`src/design/ptm_pkg.sv`:
```
// Shared types, codes and constants of the PCM track mixer.
`default_nettype none

package ptm_pkg;

	// Stream widths
	localparam int IN_TDATA_W  = 72;
	localparam int OUT_TDATA_W = 32;
	localparam int CFG_DATA_W  = 11;

	// Item kinds carried in s_tuser
	localparam logic [1:0] MODE_START = 2'd0;
	localparam logic [1:0] MODE_FRAME = 2'd1;
	localparam logic [1:0] MODE_READ  = 2'd2;

	// Configuration register indexes
	localparam logic CFG_DEVICE_STEREO = 1'b0;
	localparam logic CFG_BUFFER_FRAMES = 1'b1;

	// Commands from front to back
	localparam logic [1:0] CMD_START = 2'd0;
	localparam logic [1:0] CMD_ADD   = 2'd1;
	localparam logic [1:0] CMD_READ  = 2'd2;

	// Sample clamp limits
	localparam logic signed [16:0] AMP_MIN = -17'sd32765;
	localparam logic signed [16:0] AMP_MAX = 17'sd32765;

	typedef struct packed {
		logic        device_stereo;
		logic [10:0] buffer_frames;
	} ptm_cfg_t;

	typedef struct packed {
		logic [1:0]         kind;
		logic signed [15:0] amp_l;
		logic signed [15:0] amp_r;
		logic [3:0]         rep_n;
		logic [9:0]         read_index;
	} ptm_cmd_t;

endpackage

`default_nettype wire

```
`src/design/ptm_queue.sv`:
```
// Short command queue between front and back.
`default_nettype none

module ptm_queue import ptm_pkg::*; (
	input  logic     clk,
	input  logic     arst_n,
	input  logic     push_valid,
	output logic     push_ready,
	input  ptm_cmd_t push_data,
	output logic     pop_valid,
	input  logic     pop_ready,
	output ptm_cmd_t pop_data
);

	localparam int DEPTH = 2;
	localparam int PW    = $clog2(DEPTH);
	localparam int CW    = $clog2(DEPTH + 1);

	ptm_cmd_t          entries_q [DEPTH];
	logic [PW-1:0]     wr_ptr_q;
	logic [PW-1:0]     rd_ptr_q;
	logic [CW-1:0]     cnt_q;
	logic              push;
	logic              pop;

	assign push_ready = (cnt_q != CW'(DEPTH));
	assign pop_valid  = (cnt_q != '0);
	assign pop_data   = entries_q[rd_ptr_q];
	assign push       = push_valid && push_ready;
	assign pop        = pop_valid && pop_ready;

	always_ff @(posedge clk or negedge arst_n) begin
		if (!arst_n) begin
			wr_ptr_q <= '0;
			rd_ptr_q <= '0;
			cnt_q    <= '0;
		end else begin
			if (push) begin
				wr_ptr_q <= (wr_ptr_q == PW'(DEPTH - 1)) ? '0 : wr_ptr_q + 1'b1;
			end
			if (pop) begin
				rd_ptr_q <= (rd_ptr_q == PW'(DEPTH - 1)) ? '0 : rd_ptr_q + 1'b1;
			end
			if (push && !pop) begin
				cnt_q <= cnt_q + 1'b1;
			end else if (pop && !push) begin
				cnt_q <= cnt_q - 1'b1;
			end
		end
	end

	always_ff @(posedge clk) begin
		if (push) begin
			entries_q[wr_ptr_q] <= push_data;
		end
	end

endmodule

`default_nettype wire

```
`config.mk`:
```
export PLATFORM = sky130hd
export DESIGN_NAME = ptm_queue
export DESIGN_NICKNAME = d
export VERILOG_FILES = /design/src/design/ptm_pkg.sv /design/src/design/ptm_queue.sv
export SDC_FILE = /design/constraint.sdc
export NUM_CORES = 1
export LEC_CHECK = 0
export BUFFER_PORTS_ARGS = -buffer_cell sky130_fd_sc_hd__buf_2
export CAP_MARGIN = 30
export CELL_PAD_IN_SITES_DETAIL_PLACEMENT = 0
export CELL_PAD_IN_SITES_GLOBAL_PLACEMENT = 1
export CORE_MARGIN = 1.5
export CORE_UTILIZATION = 39
export CTS_CLUSTER_SIZE = 24
export DETAILED_ROUTE_END_ITERATION = 7
export PLACE_DENSITY_LB_ADDON = 0.1
export SYNTH_ARGS = -nofsm -noshare
export SYNTH_HDL_FRONTEND = slang
export SYNTH_SLANG_ARGS = --single-unit
```
`constraint.sdc`:
```
create_clock -name clk -period 3.1 [get_ports clk]
set_clock_uncertainty 0.15 [all_clocks]
set_input_delay 0.62 -clock clk [delete_from_list [all_inputs] [get_ports clk]]
set_output_delay 0.62 -clock clk [all_outputs]
set_load 0.02 [all_outputs]
```
Word level (Yosys, flattened, before mapping):

Memories as Yosys holds them, arrays and structs flattened.
Cells that the tools add are included.

* mux-type cells: 6
* reductions and logical operators: 8
* $add $sub $neg: 4
* equal/unequal tests: 1

Operators by type and width (count)
* $logic_and A1 B1 Y1: 4
* $mux W1: 4
* $mux W2: 2
* $reduce_bool A2 Y1: 2
* $add A1 B1 Y1 const B: 2
* $add A2 B1 Y2 const B: 1
* $logic_not A1 Y1: 2
* $ne A2 B2 Y1 const B: 1
* $sub A2 B1 Y2 const B: 1

* input bits: 52
* memories: 1
* logic and storage cells: 23
* memory bits (writable): 96
* flip-flop bits (word level): 4

Memory list
* entries_q: depth 2, bits a word 48, rd ports 1, clocked after memory_dff 0, write ports 1, line ptm_queue.sv:19 `ptm_cmd_t entries_q [DEPTH];`

Longest topological paths before layout:

Gate-level depths: netlist of the first run.

* word-level depth: 6
* depth in mapped cells: 7
* depth with buffers taken out: 7

Least setup slack after synthesis of the first run:

No wires, ideal clock.

* kind: register to register
* start: register cnt_q[0]
* end: memory entries_q[0][0] in the netlist's numbering, enable pin
* arrival: 2.815 ns
* stages on the path, launching flop included: 4
* path slack: -0.318 ns
* buffers on the path: 0
* library setup time: 0.454 ns
* path through: dfrtp_1 -> nand2b_1 -> nand2_1 -> nor2_1

* cells in the longest elaborated chain, start to end: 4

RTL lines
* start, declared: line ptm_queue.sv:22 `logic [CW-1:0] cnt_q;`
* start signal, assigned: line ptm_queue.sv:45 `cnt_q <= cnt_q + 1'b1;`
* start signal, assigned: line ptm_queue.sv:47 `cnt_q <= cnt_q - 1'b1;`
* $ne A2 B2 Y1: line ptm_queue.sv:26 `assign push_ready = (cnt_q != CW'(DEPTH));`
* via push_ready: line ptm_queue.sv:8 `output logic push_ready,`
* $logic_and A1 B1 Y1: line ptm_queue.sv:29 `assign push = push_valid && push_ready;`
* $mux W1: line ptm_queue.sv:53 `if (push) begin`
* $mux W1 (implied by the code): line ptm_queue.sv:54 `entries_q[wr_ptr_q] <= push_data;`
* end, declared: line ptm_queue.sv:19

The timed path passes the listed nets, and every way through them passes these cells.

==> results, run 1 <==
- Once layout is done, the placed cells without fillers occupy 0.00459 mm2.
- The slowest cell on the critical path is sky130_fd_sc_hd__dfrtp_2.
- The clock passes through at most 2 buffers.
- The post-synthesis compound-gate area fraction is 0%.
- The category of the worst setup path launch point is a flop.
- The post-detailed-route wirelength per cell is 14.7 um.
- Adding up every negative setup slack in the final design gives 0 ps.
- Global routing used roughly 13% of the available tracks across all layers.
- The proportion of power drawn by combinational gates is 36.9%.
- The via count of the first global-routing pass is 1834.
- The synthesized netlist contains 16 unique library cells.
- The first global-routing pass estimated 9.18 mm of wire.
- The region available for standard cell placement spans 0.00924 mm2.
- The die covers a little over 0.01 mm2.
- The xor and xnor area share after synthesis is 1.18%.
- The area growth from synthesis to layout is 24.1%.
- The number of gates resized after CTS is 0.
- The number of violations reported at the end of detailed-routing iteration 0 is 67.
- The clock reaches the later pin of the worst-skew pair after 340 ps.
- In this run the power spent charging and discharging nets is 1.43 mW.
- The sequential cell area is around 0.003 mm2.
- The CTS tree is built.
- The proportion of total power due to net switching is 33.2%.
- In the final layout, the share of cells above drive strength 1 is 60.4%.
- For this design the ratio of total power to cell area is 937 mW/mm2.
- Of the synthesized area, sequential elements account for 80.5%.
- Setup violations remaining at the end of the flow were counted as 0.
- The filler-free cell count of the finished design is 412.
- The critical path goes through buf_12 -> mux2_2 -> buf_2.
- The number of antenna violations at the first check in global routing came to 0.
- The multiplexer share of the synthesized area is 15.6%.
- After synthesis, the largest family of logic cells by area is multiplexers.
- The maximum vdd drop is approximately 0.45 mV.
- In this run the worst path has a maximum fanout of 49.
- The post-route minimum period is approximately 2400 ps.
- The maximum number of pins on one net before global-route repair is 50.
- Once the floorplan was initialized, standard cells occupied 40.1% of the core.
- The synthesis-stage register bit count is 100.
- The x dimension of the die is about 100 um.
- The total of max-cap violations is 0.
- For the pin with the worst max-slew slack, the measured transition is 504 ps.
- The depth of the CTS H-tree is 3.
- The detail-routed via count per cell is 4.48.
- The count of pins over their slew limit is 0.
- The row count is 35.
- Setup repair after global routing left no endpoint under its margin.
- Data on the critical path arrives at its endpoint at 1580 ps.
- On the worst path, the slowest cell contributes a delay of 380 ps.
- The cell leakage power is 1.74 nW.
- In this run the remaining antenna-violating nets after routing total 0.
- During synthesis, Yosys emitted a total of 0 warnings.
- The count of fill cells added during filler insertion is 822.
- The cell count after placement is around 400.
- The critical path capture point type is a primary output.
- The total power draw is 4.31 mW.
- The internal power component is about 2.9 mW.
- The antenna diode instance count is 0.
- The worst pin sits at a relative slew slack of 66.4%.
- The average size of a mapped cell is 22.2 um2.
- The final layout contains routed wiring with a total length of around 6.1 mm.
- The die is 100 um tall.
- The routed layout has around 1.8k vias.
- The tree built by TritonCTS fans out to 100 sinks.
- Counting every instance in the synthesized netlist gives 167.
- The count of boundary I/O pins is between 100 and 150.
- The run finished with clean final reports.
- The cell area that synthesis handed to floorplanning was 0.00370 mm2.
- The clock network power share is 18.4%.
- The post-synthesis simple-gate area fraction is less than 1%.
- At the end of routability-driven placement, the weighted congestion stood at 0.703.
- After clock tree synthesis, the clock-pin slew on the worst setup and hold paths is 100 ps.
- The endpoint required time on the critical path is 2330 ps.
- The number of nets at the end of the flow is 331.
- The highest achievable clock rate is approximately 430 MHz.
- The start-to-end type of the worst setup path is flop to primary output.
- Dividing the final minimum period by the clock period gives 75.8%.
- The buffer cell driving the clock tree root is sky130_fd_sc_hd__clkbuf_8.
- After legalization and detailed placement, the total HPWL measured roughly 3.8 mm.
- The total cell area at the placement stage is 0.00439 mm2.
- The synthesized netlist devotes less than 1% of its cell area to adder and majority cells.
- The worst hold path class is input pin to flop.
- The total clock buffers created by CTS is 9.
- The sequential cell fraction of total power is 44.7%.
- The synthesized netlist net count is 220.
- Port buffering added 101 buffers.
- The count of endpoints failing hold in the final timing report came to 0.
- In the final layout, the multi-input gates occupy 677 um2.
- The overall overflow remaining after global route is 0.
- The final routed DRC violation total is 0.
- The first detailed-routing pass took 4 iterations.
==> power by group through the flow <==
stage | clock (mW) | sequential, mW | combinational (mW)
detailed placement | 0 | 1.96 | 1.62
CTS | 0.823 | 1.93 | 1.62
floorplan | 0 | 1.95 | 1.14
finish | 0.791 | 1.93 | 1.59
global route | 0.874 | 1.96 | 1.70
global placement | 0 | 1.95 | 1.62
==> state kept, by name (all words and copies together), names as in the netlist <==
| name | count |
|---|---|
| entries_q | 96 |
| wr_ptr_q | 1 |
| cnt_q | 2 |
| rd_ptr_q | 1 |
==> routing by layer <==
| metal | track usage, % | part of all wire [%] | up-vias |
|---|---|---|---|
| li1 | - | - | 874 |
| met1 | 16.4 | 46 | 903 |
| met2 | 19.4 | 47 | 61 |
| met3 | 3.33 | 5.4 | 8 |
| met4 | 6.50 | 1.5 | 0 |
| met5 | 0 | 0 | - |
==> final timing paths <==
check	slack (ps)	cells after the start	to	startpoint
max reg2reg	1190	4	entries_q[0][44]	cnt_q[0]
min in group asynchronous	460	2	cnt_q[0]	arst_n
max	750	3	pop_data[44]	rd_ptr_q
min	300	1	entries_q[0][7]	push_data[7]
max in group asynchronous	2210	2	rd_ptr_q	arst_n
min reg2reg	350	1	cnt_q[1]	cnt_q[1]
==> cells in the final DEF, fill, tap and decap left out <==
master,count
sky130_fd_sc_hd__clkinv_2,2
sky130_fd_sc_hd__ha_1,1
sky130_fd_sc_hd__buf_2,101
sky130_fd_sc_hd__mux2_2,38
sky130_fd_sc_hd__dlygate4sd3_1,1
sky130_fd_sc_hd__nor2_1,1
sky130_fd_sc_hd__mux2_4,10
sky130_fd_sc_hd__xor2_1,2
sky130_fd_sc_hd__dfrtp_2,1
sky130_fd_sc_hd__xnor2_1,3
sky130_fd_sc_hd__dfrtp_1,3
sky130_fd_sc_hd__clkbuf_1,1
sky130_fd_sc_hd__bufinv_16,1
sky130_fd_sc_hd__inv_1,1
sky130_fd_sc_hd__and3_2,1
sky130_fd_sc_hd__clkinv_4,2
sky130_fd_sc_hd__nor2_4,1
sky130_fd_sc_hd__edfxtp_1,96
sky130_fd_sc_hd__buf_12,3
sky130_fd_sc_hd__nand2b_1,1
sky130_fd_sc_hd__or2_2,1
sky130_fd_sc_hd__clkbuf_8,9
sky130_fd_sc_hd__clkinvlp_4,1
sky130_fd_sc_hd__nand2_1,2
==> cell usage after synthesis <==
cell / instances / area, um2
sky130_fd_sc_hd__dfrtp_1: 4 / 100
sky130_fd_sc_hd__inv_1: 1 / 3.75
sky130_fd_sc_hd__or2_2: 1 / 6.26
sky130_fd_sc_hd__buf_4: 3 / 22.5
sky130_fd_sc_hd__mux2_2: 38 / 428
sky130_fd_sc_hd__ha_1: 1 / 12.5
sky130_fd_sc_hd__nand2b_1: 1 / 6.26
sky130_fd_sc_hd__xnor2_1: 3 / 26.3
sky130_fd_sc_hd__and3_1: 1 / 6.26
sky130_fd_sc_hd__buf_6: 1 / 11.3
sky130_fd_sc_hd__mux2_4: 10 / 150
sky130_fd_sc_hd__nand2_1: 2 / 7.51
sky130_fd_sc_hd__edfxtp_1: 96 / 2880
sky130_fd_sc_hd__xor2_1: 2 / 17.5
sky130_fd_sc_hd__nor2_1: 2 / 7.51
sky130_fd_sc_hd__buf_8: 1 / 15.0
==> cell families after synthesis <==
group	count (synthesis)
multiplexers	48
adder cells (fa/ha/maj)	1
AND/OR/NAND/NOR	7
XOR/XNOR	5
flip-flops	100
buffers and inverters	6
==> critical path: cells and delay by family, from the launching register on <==
family | cells | cell delay (ps)
buf+inv | 2 | 440
mux | 1 | 380
flops | 1 | 380
==> repair_timing <==
item	CTS	global route
hold endpoints to repair	4	0
buffers inserted	0	0
hold buffers	1	0
setup endpoints to repair	0	0
==> final cells by class <==
class,instances,area share [%]
flip-flops and latches,100,65.0
clock inverters,6,1.42
repair buffers,105,12.5
inverters,1,0.0817
clock buffers,10,2.78
multi-input cells,61,14.7
well taps,129,3.51
==> per-stage QoR <==
stage          hold slack [ps]  utilization, %  worst slack [ps]
6_report                   302            49.7               749
5_1_grt                    273            49.7               683
4_1_cts                    279            49.7               721
3_5_place_dp               284            47.5              1060
3_3_place_gp               284            47.5              1080
2_1_floorplan              174               -               478
(Power assumes the default switching activity.)
==> run 2: changes to the inputs <==
- CORE_UTILIZATION: 39 -> 43
- clock period: 3.1 -> 2.2 ns (I/O delays scaled with it)
==> run 2 against run 1 <==
  * First-iteration DRC count down 21%
  * Global-route usage grew 1.2 points
  * Utilization increased by 5.8 points
  * Hold slack worse by 180 ps
  * Critical path type unchanged
  * Critical endpoint is now pop_data[32]
  * Highest routed layer unchanged
==> results, run 2 (synthesis gave the netlist of run 1 again) <==
- The switching power summed over all nets came to 2.02 mW (+41%).
- The estimated wirelength of the detail-placed design is 4.05 mm (+5.4%).
- The filler-free cell count of the finished design is 394 (-4.4%).
- The cell leakage power came to 1.78 nW (+1.9%).
- The die area is 0.00918 mm2 (-9.0%).
- The flip-flop count of the largest register after layout is 96 (unchanged).
- The count of fill cells added during filler insertion is 693 (-16%).
- The worst hold path class is input pin to flop.
- The met3 global-route usage came to 3.63% (+0.30 points).
- The row count came to 33 (-5.7%).
- The power density over the cells is 1330 mW/mm2 (+42%).
- The depth of the CTS H-tree is 3 (unchanged).
- The slew at the pin closest to its max-slew limit is 371 ps (-133 ps).
- The signal on the critical path passes through buf_12 -> mux2_2 -> buf_2.
- The sequential cell fraction of total power came to 44.5% (-0.2 points).
- The maximum root-to-sink buffer count is 2 (unchanged).
- The detailed-routing iteration count for the pre-antenna-repair pass is 4 (unchanged).
- The reg-to-reg startpoint is cnt_q[0].
- The post-route minimum period is 2140 ps.
- Setup repair after global routing could not meet its margin everywhere.
- The cell family contributing the most delay on the critical path is flip-flops.
- The antenna diode instance count came to 0 (unchanged).
- The total clock buffers created by CTS is 9 (unchanged).
- The routed wire length came to 6.06 mm (-0.15%).
- The x dimension of the die was 95.8 um (-4.6%).
- The most critical setup path has its startpoint at rd_ptr_q.
- The total number of vias came to 1859 (+0.70%).
- The setup path with the least slack is of type flop to primary output.
- The overall overflow remaining after global route is 0 (unchanged).
- CTS placed an instance of sky130_fd_sc_hd__clkbuf_8 at the clock tree root.
- Relative to the synthesized area, the layout overhead comes to 24.5%.
- The largest driver fanout on the critical path came to 19 (-61%).
- The share of the clock period used by the worst path is a little over nine tenths.
- The library cells used most frequently in the layout, excluding fill and tap cells, are sky130_fd_sc_hd__buf_2 (101), sky130_fd_sc_hd__edfxtp_1 (96), sky130_fd_sc_hd__mux2_2 (38).
- The start point of the worst hold path is push_data[32].
- The area of all placed cells without fillers was 0.00461 mm2 (+0.33%).
- The fraction of final layout cells sized beyond drive strength 1 came to 60.9% (+0.48 points).
- The via count of the first global-routing pass is 1835 (+0.055%).
- Leaving out fill and tap cells, the most frequent cell in the layout is sky130_fd_sc_hd__buf_2.
- The worst max-slew margin expressed relative to the limit was 75.2% (+8.9 points).
- The detail-routed via count per cell is 4.72 (+5.3%).
- Static timing analysis puts the maximum clock frequency at 468 MHz.
- The final-report setup violation count came to 0 (unchanged).
- The final routed DRC violation total is 0 (unchanged).
- The cell count after placement was 375 (-5.1%).
- The number of nets at the end of the flow is 337 (+1.8%).
- The routing usage on met1 is 17.0% (+0.65 points).
- The proportion of power drawn by combinational gates is 37.4% (+0.5 points).
- The overall routing resource usage is 13.7% (+1.2 points).
- The number of gates resized after CTS is 0 (unchanged).
- The endpoint required time on the critical path was 1610 ps (-720 ps).
- The critical path capture point type is a primary output.
- The post-detailed-route wirelength per cell is 15.4 um (+4.4%).
- The die extent in y is 95.8 um (-4.6%).
- The number of clock sinks is 100 (unchanged).
- Ranked by flip-flop count, first place goes to entries_q.
- In the final layout, the registers with the most flip-flops are entries_q (96), cnt_q (2).
- The clock network power share is 18.1% (-0.3 points).
- The total cell area at the placement stage is 0.00439 mm2 (unchanged).
- The worst path buffer plus inverter count was 2 (unchanged).
- The sequential cell area came to 0.00298 mm2 (unchanged).
- The area of the multi-input gates is 677 um2 (unchanged).
- The number of antenna violations at the first check in global routing came to 0 (unchanged).
- The number of violations reported at the end of detailed-routing iteration 0 is 53 (-21%).
- The met2 capacity usage during global routing is 22.0% (+2.6 points).
- The core area is 0.00830 mm2 (-10%).
- The slowest stage of the critical path belongs to the cell sky130_fd_sc_hd__dfrtp_2.
- The clock latency of the later-clocked register in the worst-skew pair is 340 ps (about the same).
- The post-route antenna net violation count is 0 (unchanged).
- The first-pass GRT wire length was 9.01 mm (-1.9%).
- The category of the worst setup path launch point is a flop.
- The maximum cell stage delay along the critical path is 480 ps (+100 ps).
- The clock transition at the registers of the reported paths was 90 ps (about the same).
- The count of endpoints failing hold in the final timing report came to 0 (unchanged).
- TritonCTS built the clock tree.
- The count of boundary I/O pins is 102 (unchanged).
- The run finished with clean final reports.
- The effective utilization at floorplan is 44.6% (+4.5 points).
- After global routing, the most crowded layer is met2.
- The number of input and output port buffers inserted is 101 (unchanged).
- The count of pins over their slew limit is 0 (unchanged).
- The proportion of total power due to net switching is 32.8% (-0.36 points).
- The maximum vdd drop is 0.636 mV (+40%).
- The internal power component is 4.13 mW (+44%).
- The final weighted congestion of routability-driven global placement was 0.710 (+0.91%).
- The total of max-cap violations came to 0 (unchanged).
- The maximum number of pins on one net before global-route repair is 27 (-46%).
- The arrival time at the worst endpoint is 1550 ps (-30 ps).
## run 2: path summary, 6_finish.rpt
path / to / slack, ps / depth (start not counted)
max reg2reg: cnt_q[1] / 510 / 6
min in group asynchronous: cnt_q[1] / 270 / 2
min: entries_q[1][32] / 130 / 1
max: pop_data[32] / 60 / 3
max in group asynchronous: rd_ptr_q / 1490 / 2
min reg2reg: cnt_q[1] / 340 / 1
## run 2: metal layers
metal  vias to the layer above  wire, um
li1                        883         -
met3                         6       365
met5                         -         0
met4                         0        72
met1                       912      2640
met2                        58      2980
## run 2: stage by stage
step | power [mW] | worst slack (ps) | hold slack, ps | TNS (ps) | util [%]
final | 6.15 | 62.9 | 126 | 0 | 55.5
after global routing | 6.48 | -6.11 | 102 | -28.7 | 55.5
after detailed placement | 5.09 | 329 | 104 | 0 | 52.9
after global placement | 5.08 | 357 | 102 | 0 | 52.9
after CTS | 6.25 | 28.2 | 102 | 0 | 55.5
after floorplan | 4.36 | 93.6 | -5.59 | 0 | -
## run 2: timing repair
action,in CTS,in global routing
endpoints found under the hold margin,4,0
buffers inserted,2,0
hold buffers,1,0
endpoints found under the setup margin,35,6
cloned,0,0
## run 2: layout make-up
cell class / instances / area share (%)
flip-flops and latches: 100 / 64.7
clock buffers: 10 / 2.77
clock inverters: 6 / 1.41
multi-input cells: 61 / 14.7
inverters: 1 / 0.0814
well taps: 105 / 2.85
repair buffers: 111 / 13.5
## run 2: worst register-to-register path: cells and delay by family, from the launching register on
kind,cells,cell delay [ps]
fa+ha+maj,1,320
xor+xnor,1,150
buf+inv,1,60
simple gates,3,520
flops,1,430
## run 2: power groups by stage
stage	Combinational (mW)	Clock (mW)	Sequential, mW
global placement	2.29	0	2.79
CTS	2.35	1.16	2.74
detailed placement	2.29	0	2.80
finish	2.30	1.11	2.74
floorplan	1.62	0	2.74
global route	2.48	1.22	2.78
